===== src/hdl/nmeacs_pkg.sv =====
// Shared types, character constants and the sentence prefix table for the NMEA checksum checker.
`default_nettype none

package nmeacs_pkg;

    typedef logic [7:0] char_t;

    localparam int LINE_BUFFER_BYTES_DEF = 128;

    localparam char_t START_MARK = 8'h24;
    localparam char_t STAR_MARK  = 8'h2A;
    localparam char_t NEWLINE    = 8'h0A;
    localparam char_t NUL_CHAR   = 8'h00;
    localparam char_t STAR_LIMIT = 8'd75;
    localparam char_t PREFIX_END = 8'd6;

    localparam int KIND_COUNT = 4;
    localparam int PREFIX_LEN = 6;

    localparam char_t KIND_PREFIX [KIND_COUNT][PREFIX_LEN] = '{
        '{8'h24, 8'h47, 8'h50, 8'h47, 8'h47, 8'h41},
        '{8'h24, 8'h47, 8'h4E, 8'h52, 8'h4D, 8'h43},
        '{8'h24, 8'h47, 8'h50, 8'h47, 8'h4C, 8'h4C},
        '{8'h24, 8'h47, 8'h50, 8'h56, 8'h54, 8'h47}
    };

    typedef enum logic [2:0] {
        KIND_NONE  = 3'd0,
        KIND_GPGGA = 3'd1,
        KIND_GNRMC = 3'd2,
        KIND_GPGLL = 3'd3,
        KIND_GPVTG = 3'd4
    } kind_t;

    typedef enum logic [5:0] {
        PH_START = 6'b000001,
        PH_SUM   = 6'b000010,
        PH_HEX1  = 6'b000100,
        PH_HEX2  = 6'b001000,
        PH_OK    = 6'b010000,
        PH_BAD   = 6'b100000
    } phase_t;

    typedef struct packed {
        logic  valid;
        kind_t kind;
        char_t sum;
    } verdict_t;

    function automatic char_t hex_digit(input logic [3:0] nib);
        char_t wide;
        begin
            wide = {4'b0000, nib};
            if (nib < 4'd10)
            begin
                hex_digit = 8'h30 + wide;
            end
            else
            begin
                hex_digit = 8'h41 + wide - 8'd10;
            end
        end
    endfunction

endpackage

`default_nettype wire


===== src/hdl/nmeacs_line.sv =====
// Line framing, running XOR, checksum compare and sentence kind tracking for one byte per cycle while take is high.
`default_nettype none

module nmeacs_line #(
    parameter int LINE_BUFFER_BYTES = nmeacs_pkg::LINE_BUFFER_BYTES_DEF
) (
    input  wire logic               clk,
    input  wire logic               rst_n,
    input  wire logic               take,
    input  wire nmeacs_pkg::char_t  data,
    output logic                    line_end,
    output nmeacs_pkg::verdict_t    verdict
);
    import nmeacs_pkg::*;

    localparam char_t BUF_LIMIT = char_t'(LINE_BUFFER_BYTES);

    phase_t                phase_reg, phase_next;
    char_t                 pos_reg, pos_next;
    char_t                 sum_reg, sum_next;
    char_t                 hex1_reg, hex1_next;
    logic [KIND_COUNT-1:0] flags_reg, flags_next;

    assign line_end = (data == NEWLINE) || (pos_reg >= BUF_LIMIT);

    always_comb
    begin
        verdict.valid = (phase_reg == PH_OK);
        verdict.sum   = sum_reg;
        verdict.kind  = KIND_NONE;
        if (verdict.valid && (pos_reg >= PREFIX_END))
        begin
            if (flags_reg[0])
            begin
                verdict.kind = KIND_GPGGA;
            end
            else if (flags_reg[1])
            begin
                verdict.kind = KIND_GNRMC;
            end
            else if (flags_reg[2])
            begin
                verdict.kind = KIND_GPGLL;
            end
            else if (flags_reg[3])
            begin
                verdict.kind = KIND_GPVTG;
            end
        end
    end

    always_comb
    begin
        phase_next = phase_reg;
        pos_next   = pos_reg;
        sum_next   = sum_reg;
        hex1_next  = hex1_reg;
        flags_next = flags_reg;
        if (line_end)
        begin
            phase_next = PH_START;
            pos_next   = '0;
            sum_next   = '0;
            hex1_next  = '0;
            flags_next = '1;
        end
        else
        begin
            pos_next = pos_reg + 8'd1;
            if (pos_reg < PREFIX_END)
            begin
                for (int k = 0; k < KIND_COUNT; k++)
                begin
                    if (data != KIND_PREFIX[k][pos_reg[2:0]])
                    begin
                        flags_next[k] = 1'b0;
                    end
                end
            end
            case (phase_reg)
                PH_START:
                begin
                    phase_next = (data == START_MARK) ? PH_SUM : PH_BAD;
                end
                PH_SUM:
                begin
                    if ((pos_reg >= STAR_LIMIT) || (data == NUL_CHAR))
                    begin
                        phase_next = PH_BAD;
                    end
                    else if (data == STAR_MARK)
                    begin
                        phase_next = PH_HEX1;
                    end
                    else
                    begin
                        sum_next = sum_reg ^ data;
                    end
                end
                PH_HEX1:
                begin
                    hex1_next  = data;
                    phase_next = PH_HEX2;
                end
                PH_HEX2:
                begin
                    phase_next = ((hex1_reg == hex_digit(sum_reg[7:4])) &&
                                  (data == hex_digit(sum_reg[3:0]))) ? PH_OK : PH_BAD;
                end
                default:
                begin
                    phase_next = phase_reg;
                end
            endcase
        end
    end

    always_ff @(posedge clk or negedge rst_n)
    begin
        if (!rst_n)
        begin
            phase_reg <= PH_START;
            pos_reg   <= '0;
            sum_reg   <= '0;
            hex1_reg  <= '0;
            flags_reg <= '1;
        end
        else if (take)
        begin
            phase_reg <= phase_next;
            pos_reg   <= pos_next;
            sum_reg   <= sum_next;
            hex1_reg  <= hex1_next;
            flags_reg <= flags_next;
        end
    end

endmodule

`default_nettype wire


===== config.mk =====
export PLATFORM = sky130hd
export DESIGN_NAME = nmeacs_line
export DESIGN_NICKNAME = d
export VERILOG_FILES = /design/src/hdl/nmeacs_pkg.sv /design/src/hdl/nmeacs_line.sv
export SDC_FILE = /design/constraint.sdc
export NUM_CORES = 1
export LEC_CHECK = 0
export BUFFER_PORTS_ARGS = -buffer_cell sky130_fd_sc_hd__buf_4
export CORE_UTILIZATION = 56
export CTS_CLUSTER_SIZE = 10
export DETAILED_ROUTE_END_ITERATION = 10
export GPL_TIMING_DRIVEN = 1
export PLACE_DENSITY = 0.76
export SYNTH_ARGS = -nofsm -noshare
export SYNTH_HDL_FRONTEND = slang
export SYNTH_SLANG_ARGS = --single-unit

===== constraint.sdc =====
create_clock -name clk -period 5.25 [get_ports clk]
set_input_delay 0.525 -clock clk [delete_from_list [all_inputs] [get_ports clk]]
set_output_delay 0.525 -clock clk [all_outputs]
set_load 0.05 [all_outputs]

==> summary.txt <==
Worst setup path
  • WP depth: 5
  • Crit path kind: reg -> out
  • Crit. End Element: primary output
  • Setup crit start kind: flop
  • Setup crit end: verdict[10]
  • FF-to-FF End: phase_reg[4]
  • Critical path's largest stage delay: 0.44 ns
  • Crit-path cells: nor3_1, nor4bb_1, nand2_1, nor3_1, buf_4
  • Setup crit start: phase_reg[2]
  • CP max stage cell: dfrtp_1
  • CP most frequent cell: nor3_1
  • FF-to-FF Start: pos_reg[0]
  • CP Max Fanout: 6
  • Crit path buf inv count: 1
  • R2R depth: 7
  • Arrival time worst endpoint: 1.91 ns
  • Kind of cell adding the most delay to the critical path: simple AND/OR/NAND/NOR gates
  • FF-to-FF setup slack: 2.83 ns
  • CP Data Required Time: 4.72 ns

Clock network
  • Setup bufs post-CTS: 0
  • Clock tree sinks: 34
  • Clk root buf: clkbuf_8
  • TritonCTS clock tree: done
  • Cts repair resizes: 0
  • Max clock buf depth: 2
  • CTS H-Tree Depth: 2
  • Hold_buf cts: 0
  • TritonCTS buffer count: 5
  • Clock-pin slew on the worst setup and hold paths: 0.07 ns
  • Skew-Pair Late Insertion Delay: ~0.29 ns

STA
  • # setup viols final: 0
  • Slew Limit Fails: 0
  • Slew headroom: between 40% and 50%
  • Min Hold Slack: between 0.15 and 0.2 ns
  • Final min period: 2.43 ns
  • Setup TNS: 0 ns
  • RSZ-0062 raised after global routing: false
  • Endpoints failing hold: 0
  • Worst-Margin Slew: 0.752 ns
  • Fin crit share: approximately 46%
  • Upper clock frequency limit: 411 MHz
  • Fin Clk Skew: between 0.007 and 0.008 ns

Synthesis
  • EDFF count, synth: 0
  • Post-synth ARST share: between 90% and 100%
  • Area leader, netlist: dfrtp_1
  • Synth top area cells: dfrtp_1, ha_1, dfstp_2
  • Mean Syn Cell Area: 8.81 um2
  • FF+latch count, synth: 34
  • Synth cell types: 59
  • Cell Area, Synth: 0.00254 mm2
  • Most numerous cell in the Yosys netlist: dfrtp_1
  • Sequential cell area fraction in the yosys report: 33.8%
  • Synthesized net count: 310
  • Commonest cells post-synth: dfrtp_1, nand2_1, nor2_1
  • Yosys top cell area share: between 20% and 30%
  • Syn Inst Count: about 290
  • Yosys warnings: 0
  • Top_reg_cell synth: dfrtp_1

Final layout
  • Post-Layout Cell Count: between 300 and 400
  • Layout area overhead: 10.5%
  • Finished Cell Area: roughly 0.0028 mm2
  • Nets: 326
  • N_diodes: 0
  • Share of cells above drive strength 1: 16.4%

Power and ir drop
  • Cell Pwr Density: roughly 340 mW/mm2
  • Leak: around 1.2 nW
  • Max VDD drop: 0.226 mV

Placement
  • I/O Buffers: 23
  • Dpl cells: 349
  • Area after DPL: 0.00271 mm2
  • Placer Congestion: 0.888
  • Dpl hpwl: 4160 um

Die
  • Core ar.: 0.00435 mm2
  • Starting Density: 58.3%
  • Die W: 69.3 um
  • FP Rows: 24
  • I/O pins: 24
  • Height of the die: just under 70 um
  • Die area: 0.00480 mm2

GRT
  • Remaining global-route overflow: 0
  • Largest net degree at the start of global routing: 35
  • First-pass GRT wire length: 9890 um
  • Initial antenna violation count: 0
  • Number of global-route vias before repair: between 2k and 2.5k
  • Total GRT Usage: 25.7%

Job
  • Maxcap violations: 0

Routing
  • Detailed-route vias per instance: 5.97
  • Drt wl/cell: around 16 um
  • DRT antenna net count: 0
  • 1st-pass router iterations: 4
  • DR DRC count: 0
  • Initial drt markers: about 160
  • Post-Route WL: 5760 um
  • Vias: 2132

Outcome
  • Status: completed

Worst hold path
  • Worst min-delay path class: in -> async
[through the flow]
step                worst slack (ns)  total power, mW  util [%]
global route                    2.57             1.01      64.4
floorplan                       1.14            0.653         -
detailed placement              2.89            0.739      62.2
CTS                             2.76            0.948      64.4
finish                          2.82            0.945      64.4
global placement                2.93            0.733      62.2
[layout make-up]
type,instances,area [um2]
multi-input combinational,227,1560
fill,385,1550
sequential,34,857
timing repair buffer,23,173
clock buffer,6,82.6
tap,52,65.1
inverter,13,48.8
clock inverter,2,12.5
[cell usage in the layout (no fill, tap or decap), types with 2 or more instances in the layout]
cell and instances:
xor2_1 14, nor4_2 2, mux2i_1 6, clkbuf_8 6
dfrtp_1 29, inv_1 12, nor2_1 23, or3_1 2
nor4_1 3, nor3_1 11, nor3_2 2, nand2_1 24
a31oi_1 3, and3b_1 2, buf_4 23, a211oi_1 2
o21ai_1 6, ha_1 11, a21o_1 2, nand4_1 9
nor3b_1 2, a22o_1 8, dfstp_2 5, nand2b_1 5
and3_1 3, o2bb2ai_1 3, nand3_1 10, xnor2_1 15
o21ai_0 11, a21oi_1 17, nor2b_1 6
[worst min-delay path by stage]
stage          depth (start not counted)  slack [ns]            to         start
2_1_floorplan                          0        0.23   hex1_reg[0]         rst_n
4_1_cts                                1        0.18    sum_reg[0]         rst_n
3_3_place_gp                           2        0.48  flags_reg[3]  flags_reg[3]
6_report                               1        0.16    sum_reg[0]         rst_n
3_5_place_dp                           2        0.48  flags_reg[1]  flags_reg[1]
5_1_grt                                1        0.19    sum_reg[0]         rst_n
[per-layer routing]
| metal | track usage, % | share of wire, % | vias to the layer above | routed length (um) |
|---|---|---|---|---|
| met1 | 36.7 | 49 | 1000 | 2820 |
| li1 | - | - | 1062 | - |
| met4 | 6.12 | 1.0 | 0 | 59 |
| met5 | 0 | 0 | - | 0 |
| met3 | 4.22 | 5.5 | 9 | 315 |
| met2 | 40.9 | 45 | 61 | 2560 |
[power breakdown]
part           switching [mW]  leakage [nW]  internal, mW
sequential             0.0780         0.425         0.310
combinational           0.197         0.744         0.155
clock                  0.0988        0.0472         0.105
total                   0.374          1.22         0.570
[kinds of logic after synthesis]
kind of cell	synth area share [%]
compound gates	17.9
xor+xnor	10.0
fa+ha+maj	5.42
buf+inv	4.59
flops	33.8
mux	2.37
simple gates	25.9
[worst register-to-register path: cells and delay by family, from the launching register on]
| family | cells | cell delay, ns |
|---|---|---|
| DFF | 1 | 0.53 |
| AOI/OAI and AO/OA | 6 | 1.51 |
| adders and majority gates | 1 | 0.30 |
Power figures use the tool's default switching activity.
